$ cat config.mk
export PLATFORM = sky130hd
export DESIGN_NAME = xxh_stripe_buf
export DESIGN_NICKNAME = d
export VERILOG_FILES = /design/src/design/xxh_pkg.sv /design/src/design/xxh_stripe_buf.sv
export SDC_FILE = /design/constraint.sdc
export NUM_CORES = 1
export LEC_CHECK = 0
export ABC_AREA = 1
export BUFFER_PORTS_ARGS = -buffer_cell sky130_fd_sc_hd__buf_2
export CAP_MARGIN = 10
export CORE_ASPECT_RATIO = 1.25
export CORE_MARGIN = 4
export CORE_UTILIZATION = 50
export DETAILED_ROUTE_END_ITERATION = 10
export GPL_TIMING_DRIVEN = 0
export PLACE_DENSITY = 0.68
export SLEW_MARGIN = 20
export SYNTH_ARGS = -nofsm -noshare
export SYNTH_HDL_FRONTEND = slang
export SYNTH_SLANG_ARGS = --single-unit
$ cat constraint.sdc
create_clock -name clock -period 2.4 [get_ports clock]
set_input_delay 0.24 -clock clock [delete_from_list [all_inputs] [get_ports clock]]
set_output_delay 0.24 -clock clock [all_outputs]
set_load 0.05 [all_outputs]
$ cat src/design/xxh_pkg.sv
package xxh_pkg;

   localparam int unsigned WORD_W = 64;
   localparam int unsigned HALF_W = WORD_W / 2;

   localparam logic [WORD_W-1:0] PRIME1 = 64'd11400714785074694791;
   localparam logic [WORD_W-1:0] PRIME2 = 64'd14029467366897019727;
   localparam logic [WORD_W-1:0] PRIME3 = 64'd1609587929392839161;
   localparam logic [WORD_W-1:0] PRIME4 = 64'd9650029242287828579;
   localparam logic [WORD_W-1:0] PRIME5 = 64'd2870177450012600261;
   localparam logic [WORD_W-1:0] PRIME12 = PRIME1 + PRIME2;

   localparam logic [WORD_W-1:0] SEED_RESET = 64'h0000_0000_9f30_8856;

   localparam int unsigned CSR_ADDR_W = 4;
   localparam logic CSR_IDX_SEED = 1'b0;

   localparam int unsigned STRIPE_BYTES = 32;
   localparam int unsigned FILL_W = $clog2(STRIPE_BYTES);
   localparam int unsigned POS_W = FILL_W + 1;
   localparam int unsigned LANES = 4;
   localparam int unsigned LANE_IDX_W = $clog2(LANES);

   typedef struct packed {
      logic              start;
      logic [WORD_W-1:0] a;
      logic [WORD_W-1:0] b;
   } mul_req_type;

   typedef enum logic [5:0] {
      ST_IDLE   = 6'b000001,
      ST_SUM    = 6'b000010,
      ST_ADDLEN = 6'b000100,
      ST_ISSUE  = 6'b001000,
      ST_MUL    = 6'b010000,
      ST_OUT    = 6'b100000
   } state_type;

   typedef enum logic [3:0] {
      UOP_LANE_W,
      UOP_LANE_P,
      UOP_MRG_W,
      UOP_MRG_P,
      UOP_MRG_H,
      UOP_T8_W,
      UOP_T8_P,
      UOP_T8_H,
      UOP_T4,
      UOP_T4_H,
      UOP_T1,
      UOP_T1_H,
      UOP_AV1,
      UOP_AV2
   } uop_type;

   function automatic logic [WORD_W-1:0] rotl64(input logic [WORD_W-1:0] x,
                                                input int unsigned r);
      return (x << r) | (x >> (WORD_W - r));
   endfunction

endpackage

$ cat src/design/xxh_stripe_buf.sv
module xxh_stripe_buf (
   input  logic                              clock,
   input  logic                              wr_en,
   input  logic [xxh_pkg::FILL_W-1:0]        wr_addr,
   input  logic [7:0]                        wr_byte,
   input  logic [xxh_pkg::LANE_IDX_W-1:0]    rd_idx,
   output logic [xxh_pkg::WORD_W-1:0]        rd_word
);

   logic [xxh_pkg::WORD_W-1:0] word_ff [xxh_pkg::LANES];
   logic [xxh_pkg::WORD_W-1:0] word_in [xxh_pkg::LANES];

   // bytes land little-endian inside each 64-bit word
   always_comb begin
      word_in = word_ff;
      if (wr_en) begin
         word_in[wr_addr[xxh_pkg::FILL_W-1:3]][{wr_addr[2:0], 3'b000} +: 8] = wr_byte;
      end
   end

   always_ff @(posedge clock) begin
      word_ff <= word_in;
   end

   assign rd_word = word_ff[rd_idx];

endmodule
==> metrics.csv <==
metric;value;unit
drive_gt1_share;15.1;%
drcViolationCount;0;
grt_pass1_vias;7045;
async_flop_share;0;%
slew_headroom;42.5;%
cts_tree;yes;
critPathLaunchType;input pin;
htree_levels;1;
syn_inst;910;
seq_power_share;52.2;%
dp_slack;-0.439;ns
ys_seq_elements;256;
p_leak;4.66;nW
worstPathMaxFanout;10;
clock_sinks;256;
slowest_delay;0.68;ns
synth_ff_type;edfxtp_1;
hpwl;17.3;mm
worstHoldEndpoint;word_ff[220]$_DFFE_PP_;
final_cells;1306;
critPathArrivalTime;2.44;ns
min_from;wr_byte[4];
place_area;11500;um^2
rows;59;
post-route-min-period;2.29;ns
vias;7102;
final-setup-viol-count;0;
min_delay_path_depth;3;
top_register;word_ff;
place.gp.congestion;0.908;
p_sw_share;23.7;%
yosysMostFrequentCell;edfxtp_1;
overflow;0;
hold_slack;0.225;ns
syn-cell-area;10700;um^2
min_path_type;input pin to register;
syn-num-nets;930;
die_w;139;um
stdcell_area;12300;um^2
crit_buf_inv;4;
cts_buffer_depth;3;
synth_area_leader_cell;edfxtp_1;
n_fill_cell;1703;
clk_pin_slew;0.07;ns
outcome;finished, final reports clean;
grt_use_total;21.6;%
rsz0062_at_grt;yes;
nets;1034;
crit_chain;buf_2, buf_6, inv_1, ha_1, ha_1, buf_1, nand2_1, nor2_1;
postCtsSetupBuffers;0;
final_core_util;58.6;%
required;2.55;ns
max_cap_viol_count;0;
cp_slowest_cell;nor2_1;
fmax;0.436;GHz
hold_violations;0;
internal_power;7.24;mW
root_buffer;clkbuf_16;
cp_common_cell;ha_1;
comb_power_share;9.0;%
ir_drop;0.000577;V
synth_top_area_share;71.6;%
crit_family;simple AND/OR/NAND/NOR gates;
tightest_slew;0.859;ns
drt-vias-per-instance;5.44;
setup_slack;0.106;ns
seq_area;7690;um^2
finalWirelength;25.8;mm
n_antenna_cell;0;
p_switching;2.25;mW
grt_max_degree;16;
dp.cells;1262;
path_depth;8;
dr.pass1.iters;5;
seq_area_frac_synth;71.6;%
numPortBuffers;78;
cts_buffers;24;
largest_reg_flops;256;
synth-edff-count;256;
synthTopCellsByCount;edfxtp_1 (256), inv_1 (148), nand2_1 (148);
p_per_area;773;nW/um^2
min_period_over_period;95.6;%
yosysWarnings;0;
drv_slew;0;
grt_pass1_wl;39.5;mm
die_area;23900;um^2
io_pins;81;
multiInputGateArea;2230;um^2
core;21000;um^2
initial_core_util;51.2;%
synth.area.top_cells;edfxtp_1 (72%), inv_1 (5.2%), nand2_1 (5.2%);
worst_setup_path_end_kind;register;
drt_iter0_drc;497;
largestRegisters;word_ff: 256 flops;
synth.distinct_cells;19;
die_y;172;um
antenna_found_initial;0;
antenna_left;0;
p_clk_share;38.8;%
area_delta_synth_final;14.3;%
wl_per_cell;19.8;um
avgSynthCellArea;11.8;um^2
crit_type;input pin to register;
metrics by stage:
| stage | setup TNS [ns] | total power, mW |
|---|---|---|
| 4_1_cts | 0 | 9.52 |
| 2_1_floorplan | 0 | 5.63 |
| 6_report | 0 | 9.49 |
| 3_5_place_dp | -68.11 | 5.90 |
| 5_1_grt | -0.685 | 9.77 |
| 3_3_place_gp | -87.94 | 5.88 |
timing repair:
item	in CTS	in global routing
hold buffers	0	0
hold endpoints to repair	0	0
setup endpoints to repair	0	38
resized for setup	0	3
logic make-up after synthesis:
family                   synth area share (%)
AND/OR/NAND/NOR                          9.53
adder cells (fa/ha/maj)                 0.350
buffers and inverters                    8.09
AO/OA/AOI/OAI                            10.4
flip-flops                               71.6
how the worst max path moves through the flow:
| stage | startpoint | end | slack [ns] |
|---|---|---|---|
| 6_report | wr_addr[0] | word_ff[205]$_DFFE_PP_ | 0.11 |
| 5_1_grt | wr_addr[0] | word_ff[143]$_DFFE_PP_ | -0.05 |
| 4_1_cts | wr_addr[0] | word_ff[14]$_DFFE_PP_ | 0.09 |
| 3_5_place_dp | wr_addr[0] | word_ff[13]$_DFFE_PP_ | -0.44 |
| 3_3_place_gp | wr_addr[0] | word_ff[50]$_DFFE_PP_ | -0.61 |
| 2_1_floorplan | wr_addr[0] | word_ff[48]$_DFFE_PP_ | 0.19 |
layer usage:
metal	vias up	global-route usage [%]	share of wire, %
met5	-	0	0
met1	3428	26.7	39
met2	290	39.1	52
met4	0	8.30	3.3
li1	3329	-	-
met3	55	2.64	6.4
power by group through the flow:
stage / Sequential [mW] / Clock, mW / Combinational (mW)
after floorplan: 5.05 / 0 / 0.585
after global placement: 5.05 / 0 / 0.833
after detailed placement: 5.05 / 0 / 0.850
after CTS: 4.96 / 3.71 / 0.853
after global routing: 4.96 / 3.90 / 0.912
final: 4.96 / 3.68 / 0.853
layout make-up:
cell class	count	share of cell area, %
sequential	256	62.6
clock buffer	29	5.22
buffer	52	2.55
tap	274	2.79
inverter	148	4.52
timing repair buffer	78	3.18
multi-input combinational	454	18.2
clock inverter	15	0.968
placed cells by master, fill, tap and decap left out:
master and instances:
nand3_1 7, ha_1 3, nand4_1 1, nor2_2 3
nand2_2 1, clkbuf_1 19, o211ai_1 64, nor2_1 74
clkbuf_16 25, o21ai_0 54, a21oi_1 64, o21ai_1 10
inv_1 148, buf_2 97, nor3_1 16, buf_6 11
edfxtp_1 256, clkinv_1 8, nor3_2 8, bufinv_16 2
buf_1 4, buf_4 3, nand2_1 148, nor2_4 1
inv_6 1, clkinv_2 4
Power figures use the tool's default switching activity.
