**config.mk**
```make
export PLATFORM = sky130hd
export DESIGN_NAME = xxh_mul64
export DESIGN_NICKNAME = d
export VERILOG_FILES = /design/src/design/xxh_pkg.sv /design/src/design/xxh_mul64.sv
export SDC_FILE = /design/constraint.sdc
export NUM_CORES = 2
export LEC_CHECK = 0
export BUFFER_PORTS_ARGS = -buffer_cell sky130_fd_sc_hd__buf_2
export CAP_MARGIN = 15
export CORE_UTILIZATION = 54
export CTS_BUF_LIST = sky130_fd_sc_hd__clkbuf_16
export DETAILED_ROUTE_END_ITERATION = 16
export PLACE_DENSITY = 0.72
export SYNTH_ARGS = -nofsm -noshare
export SYNTH_HDL_FRONTEND = slang
export SYNTH_SLANG_ARGS = --single-unit
```
**constraint.sdc**
```tcl
create_clock -name clock -period 27 [get_ports clock]
set_input_delay 5.4 -clock clock [delete_from_list [all_inputs] [get_ports clock]]
set_output_delay 5.4 -clock clock [all_outputs]
set_load 0.02 [all_outputs]
```
**src/design/xxh_pkg.sv**
```systemverilog
package xxh_pkg;

   localparam int unsigned WORD_W = 64;
   localparam int unsigned HALF_W = WORD_W / 2;

   localparam logic [WORD_W-1:0] PRIME1 = 64'd11400714785074694791;
   localparam logic [WORD_W-1:0] PRIME2 = 64'd14029467366897019727;
   localparam logic [WORD_W-1:0] PRIME3 = 64'd1609587929392839161;
   localparam logic [WORD_W-1:0] PRIME4 = 64'd9650029242287828579;
   localparam logic [WORD_W-1:0] PRIME5 = 64'd2870177450012600261;
   localparam logic [WORD_W-1:0] PRIME12 = PRIME1 + PRIME2;

   localparam logic [WORD_W-1:0] SEED_RESET = 64'h0000_0000_9f30_8856;

   localparam int unsigned CSR_ADDR_W = 4;
   localparam logic CSR_IDX_SEED = 1'b0;

   localparam int unsigned STRIPE_BYTES = 32;
   localparam int unsigned FILL_W = $clog2(STRIPE_BYTES);
   localparam int unsigned POS_W = FILL_W + 1;
   localparam int unsigned LANES = 4;
   localparam int unsigned LANE_IDX_W = $clog2(LANES);

   typedef struct packed {
      logic              start;
      logic [WORD_W-1:0] a;
      logic [WORD_W-1:0] b;
   } mul_req_type;

   typedef enum logic [5:0] {
      ST_IDLE   = 6'b000001,
      ST_SUM    = 6'b000010,
      ST_ADDLEN = 6'b000100,
      ST_ISSUE  = 6'b001000,
      ST_MUL    = 6'b010000,
      ST_OUT    = 6'b100000
   } state_type;

   typedef enum logic [3:0] {
      UOP_LANE_W,
      UOP_LANE_P,
      UOP_MRG_W,
      UOP_MRG_P,
      UOP_MRG_H,
      UOP_T8_W,
      UOP_T8_P,
      UOP_T8_H,
      UOP_T4,
      UOP_T4_H,
      UOP_T1,
      UOP_T1_H,
      UOP_AV1,
      UOP_AV2
   } uop_type;

   function automatic logic [WORD_W-1:0] rotl64(input logic [WORD_W-1:0] x,
                                                input int unsigned r);
      return (x << r) | (x >> (WORD_W - r));
   endfunction

endpackage

```
**src/design/xxh_mul64.sv**
```systemverilog
module xxh_mul64 (
   input  logic                          clock,
   input  logic                          reset,
   input  xxh_pkg::mul_req_type          req,
   output logic                          done,
   output logic [xxh_pkg::WORD_W-1:0]    product
);

   logic [xxh_pkg::WORD_W-1:0] a_ff, a_in;
   logic [xxh_pkg::WORD_W-1:0] b_ff, b_in;
   logic [xxh_pkg::WORD_W-1:0] prod_ff, prod_in;
   logic [xxh_pkg::WORD_W-1:0] acc_ff, acc_in;
   logic [1:0]                 step_ff, step_in;
   logic                       run_ff, run_in;
   logic                       done_ff, done_in;
   logic [xxh_pkg::HALF_W-1:0] op_x, op_y;
   logic [xxh_pkg::WORD_W-1:0] mult;

   // low 64 bits of a*b from three 32x32 partial products
   always_comb begin
      case (step_ff)
         2'd1: begin
            op_x = a_ff[xxh_pkg::HALF_W-1:0];
            op_y = b_ff[xxh_pkg::WORD_W-1:xxh_pkg::HALF_W];
         end
         2'd2: begin
            op_x = a_ff[xxh_pkg::WORD_W-1:xxh_pkg::HALF_W];
            op_y = b_ff[xxh_pkg::HALF_W-1:0];
         end
         default: begin
            op_x = a_ff[xxh_pkg::HALF_W-1:0];
            op_y = b_ff[xxh_pkg::HALF_W-1:0];
         end
      endcase
      mult = {{xxh_pkg::HALF_W{1'b0}}, op_x} * {{xxh_pkg::HALF_W{1'b0}}, op_y};
   end

   always_comb begin
      a_in    = a_ff;
      b_in    = b_ff;
      prod_in = prod_ff;
      acc_in  = acc_ff;
      step_in = step_ff;
      run_in  = run_ff;
      done_in = 1'b0;
      if (req.start) begin
         a_in    = req.a;
         b_in    = req.b;
         step_in = 2'd0;
         run_in  = 1'b1;
      end else if (run_ff) begin
         prod_in = mult;
         step_in = step_ff + 2'd1;
         case (step_ff)
            2'd1: acc_in = prod_ff;
            2'd2: acc_in = acc_ff + {prod_ff[xxh_pkg::HALF_W-1:0], {xxh_pkg::HALF_W{1'b0}}};
            2'd3: begin
               acc_in  = acc_ff + {prod_ff[xxh_pkg::HALF_W-1:0], {xxh_pkg::HALF_W{1'b0}}};
               run_in  = 1'b0;
               done_in = 1'b1;
            end
            default: acc_in = acc_ff;
         endcase
      end
   end

   always_ff @(posedge clock) begin
      a_ff    <= a_in;
      b_ff    <= b_in;
      prod_ff <= prod_in;
      acc_ff  <= acc_in;
      if (reset) begin
         step_ff <= 2'd0;
         run_ff  <= 1'b0;
         done_ff <= 1'b0;
      end else begin
         step_ff <= step_in;
         run_ff  <= run_in;
         done_ff <= done_in;
      end
   end

   assign done    = done_ff;
   assign product = acc_ff;

endmodule

```
==> summary.md <==
| Metric | Value |
|---|---|
| Wire per inst | `approximately 23 um` |
| Via-to-Cell Ratio | `between 5 and 6` |
| Crit. End Element | `register` |
| Nets | `between 5000 and 6000` |
| WHS | `between 0.5 and 0.6 ns` |
| Synth Area in XOR/XNOR | `0.0172` |
| Worst reg2reg endpoint | `prod_ff[63]$_DFFE_PP_` |
| Drt initial violations | `roughly 3000` |
| Slew @ Worst Pin | `1.02 ns` |
| Fill cell count | `slightly below 7000` |
| Mapped Cells | `between 4000 and 5000` |
| CP max-delay cell | `mux2_2` |
| Core ar. | `just under 0.08 mm2` |
| Post-cts hold buffer count | `0` |
| Crit start category | `register` |
| R2r startpoint | `step_ff[1]$_SDFFE_PP0P_` |
| Max Freq | `0.100 GHz` |
| Antenna Nets Post-Route | `0` |
| R2R setup slack | `around 17 ns` |
| Total gr overflow | `0` |
| Mapped cell area | `0.0433 mm2` |
| Hpwl dp | `between 100000 and 150000 um` |
| EDFF count, synth | `256` |
| Buffers on Ports | `195` |
| Final Hold Fails | `0` |
| Chip height | `285 um` |
| CTS clock-pin slew for the worst setup and hold paths | `0.06 ns` |
| Mux share of post-synthesis cell area | `0.0329` |
| Num CTS Buffers | `30` |
| Residual DRC | `0` |
| Most frequent cells in the layout | `inv_1 (905), fa_1 (897), nor2_1 (631)` |
| Most Frequent Cell on Critical Path | `fa_1` |
| Min Tclk post-route | `about 10 ns` |
| Final TNS setup | `0 ns` |
| H-Tree Depth | `1` |
| Initial Util | `0.548` |
| Hold crit path type | `register to register` |
| Post-Synth Adder-Cell Area | `0.501` |
| CP max FO | `slightly above 50` |
| Post-cts resize count | `0` |
| Syn Area/Cell | `slightly below 10 um2` |
| Worst Skew | `roughly 0.018 ns` |
| Top FF cell, synth | `edfxtp_1` |
| Final WL | `about 130000 um` |
| Fin. max-slew vios | `0` |
| Seq cells post-synth | `260` |
| Post-CTS setup buffers | `0` |
| Final Non-Filler Cells | `~5600` |
| Critical Path RT | `~27 ns` |
| Final setup fails | `0` |
| DIE WIDTH | `approximately 290 um` |
| Relative slew slack | `0.308` |
| Vias | `32595` |
| Largest family of logic cells by synthesized area | `adder cells` |
| Simple-Gate Fraction of Synth Area | `0.125` |
| Max Buffers Root-to-Sink | `3` |
| Status | `complete, no violations` |
| Post-synthesis async set-or-reset flop share | `0` |
| Worst-skew pair later-pin latency | `0.63 ns` |
| Layout Area Growth over Synthesis | `7.56%` |
| Placement Setup Slack | `about 17 ns` |
| Die area | `a little over 0.08 mm2` |
| Vias in the first global route | `approximately 34000` |
| Critical path class | `register to register` |
| CP Data Arrival Time | `roughly 10 ns` |
| Io pins | `196` |
| Initial antenna violation count | `1` |
| Pin count of the biggest net entering global routing | `68` |
| Sink Count | `260` |
| Layout cells sized above 1 | `0.0970` |
| CTS root buf | `clkbuf_16` |
| FF-to-FF path depth | `28` |
| Syn_nets | `5765` |
| # rows | `just over 100` |
| Period utilization | `0.369` |
| Hold Path End | `product[32]$_DFFE_PP_` |
| Post-synthesis sequential area ratio | `0.179` |
| Synth Area in Compound Gates | `0.0496` |
| Inserted Diodes | `0` |
| First-pass GRT wire length | `198000 um` |
| WHS Path Cells | `2` |
| Distinct cells, synth | `70` |
| RSZ-0062 raised after global routing | `no` |
| Final WS setup | `between 15 and 20 ns` |
| Leading cell type in the layout, fill and taps excluded | `inv_1` |
| GRT Util Overall | `0.326` |
| Placed Cells | `around 5600` |
| Max incr delay on CP | `roughly 0.83 ns` |
| CTS tree | `yes` |
| HP Start | `prod_ff[32]$_DFFE_PP_` |
| Max_cap viols | `0` |
| Yosys warnings | `0` |
| GP Congestion | `a little under 1` |
| TritonRoute pass-1 iters | `9` |
critical path: cells and delay by family (launching register included):
| family | cells | cell delay [ns] |
|---|---|---|
| mux | 2 | 1.00 |
| fa+ha+maj | 10 | 4.97 |
| compound gates | 5 | 1.05 |
| buf+inv | 7 | 1.19 |
| simple gates | 4 | 1.06 |
| flops | 1 | 0.35 |
synth_stat cells (8+ instances only):
cell,count,area (um2)
and3_1,12,75.1
a21boi_0,8,60.1
mux2i_1,68,681
nor3_1,19,95.1
and2_1,43,269
nand2b_1,8,50.1
nand2_1,538,2020
o21ai_0,56,280
a31oi_1,14,87.6
clkbuf_1,171,642
nor2_1,632,2370
fa_1,897,18000
inv_1,902,3390
ha_1,299,3740
edfxtp_1,256,7690
nand4_1,14,87.6
a21o_1,46,345
buf_1,12,45.0
xor2_1,37,324
o21bai_1,21,158
buf_2,10,50.1
xnor2_1,48,420
nand3_1,23,115
mux2_2,66,743
a21oi_1,115,576
nor2b_1,13,81.3
sequential cells by signal, indices dropped and copies added (netlist names):
| signal | flops |
|---|---|
| product | 64 |
| a_ff | 64 |
| b_ff | 64 |
| step_ff | 2 |
| done | 1 |
| prod_ff | 64 |
| run_ff | 1 |
how the worst max path moves through the flow:
| stage | slack [ns] | depth (start not counted) | start | end |
|---|---|---|---|---|
| floorplan | 16.60 | 2 | req[128] | product[32]$_DFFE_PP_ |
| global placement | 17.41 | 28 | step_ff[1]$_SDFFE_PP0P_ | prod_ff[63]$_DFFE_PP_ |
| detailed placement | 17.17 | 28 | step_ff[1]$_SDFFE_PP0P_ | prod_ff[63]$_DFFE_PP_ |
| CTS | 17.16 | 28 | step_ff[1]$_SDFFE_PP0P_ | prod_ff[63]$_DFFE_PP_ |
| global route | 16.60 | 27 | step_ff[1]$_SDFFE_PP0P_ | prod_ff[63]$_DFFE_PP_ |
| finish | 17.04 | 28 | step_ff[1]$_SDFFE_PP0P_ | prod_ff[63]$_DFFE_PP_ |
layout make-up:
| cell class | instances | area, um2 | area share |
|---|---|---|---|
| clock inverters | 24 | 249 | 0.00534 |
| flip-flops and latches | 260 | 7770 | 0.167 |
| repair buffers | 260 | 1470 | 0.0315 |
| inverters | 902 | 3390 | 0.0727 |
| multi-input cells | 3082 | 31700 | 0.679 |
| well taps | 1050 | 1310 | 0.0282 |
| clock buffers | 30 | 751 | 0.0161 |
metal layers:
metal  global-route usage  part of all wire  wire length, um  vias up
met1                0.402              0.35            46000    16434
met5                    0          0.000099               13        -
li1                     -                 -                -    13743
met2                0.530              0.47            61800     1859
met3               0.0682              0.10            13500      557
met4                0.190             0.073             9490        2
stage by stage:
step           cell area, um2   util
2_1_floorplan           43300      -
3_3_place_gp            45600  0.576
3_5_place_dp            45600  0.576
4_1_cts                 46600  0.589
5_1_grt                 46600  0.589
6_report                46600  0.589
logic make-up after synthesis:
family | count (synthesis)
flip-flops | 260
multiplexers | 134
adder cells (fa/ha/maj) | 1196
AND/OR/NAND/NOR | 1334
XOR/XNOR | 85
buffers and inverters | 1096
AO/OA/AOI/OAI | 333
Power is not shown: default switching activity piles up to over one toggle a cycle in this logic, so the estimate is an artifact.
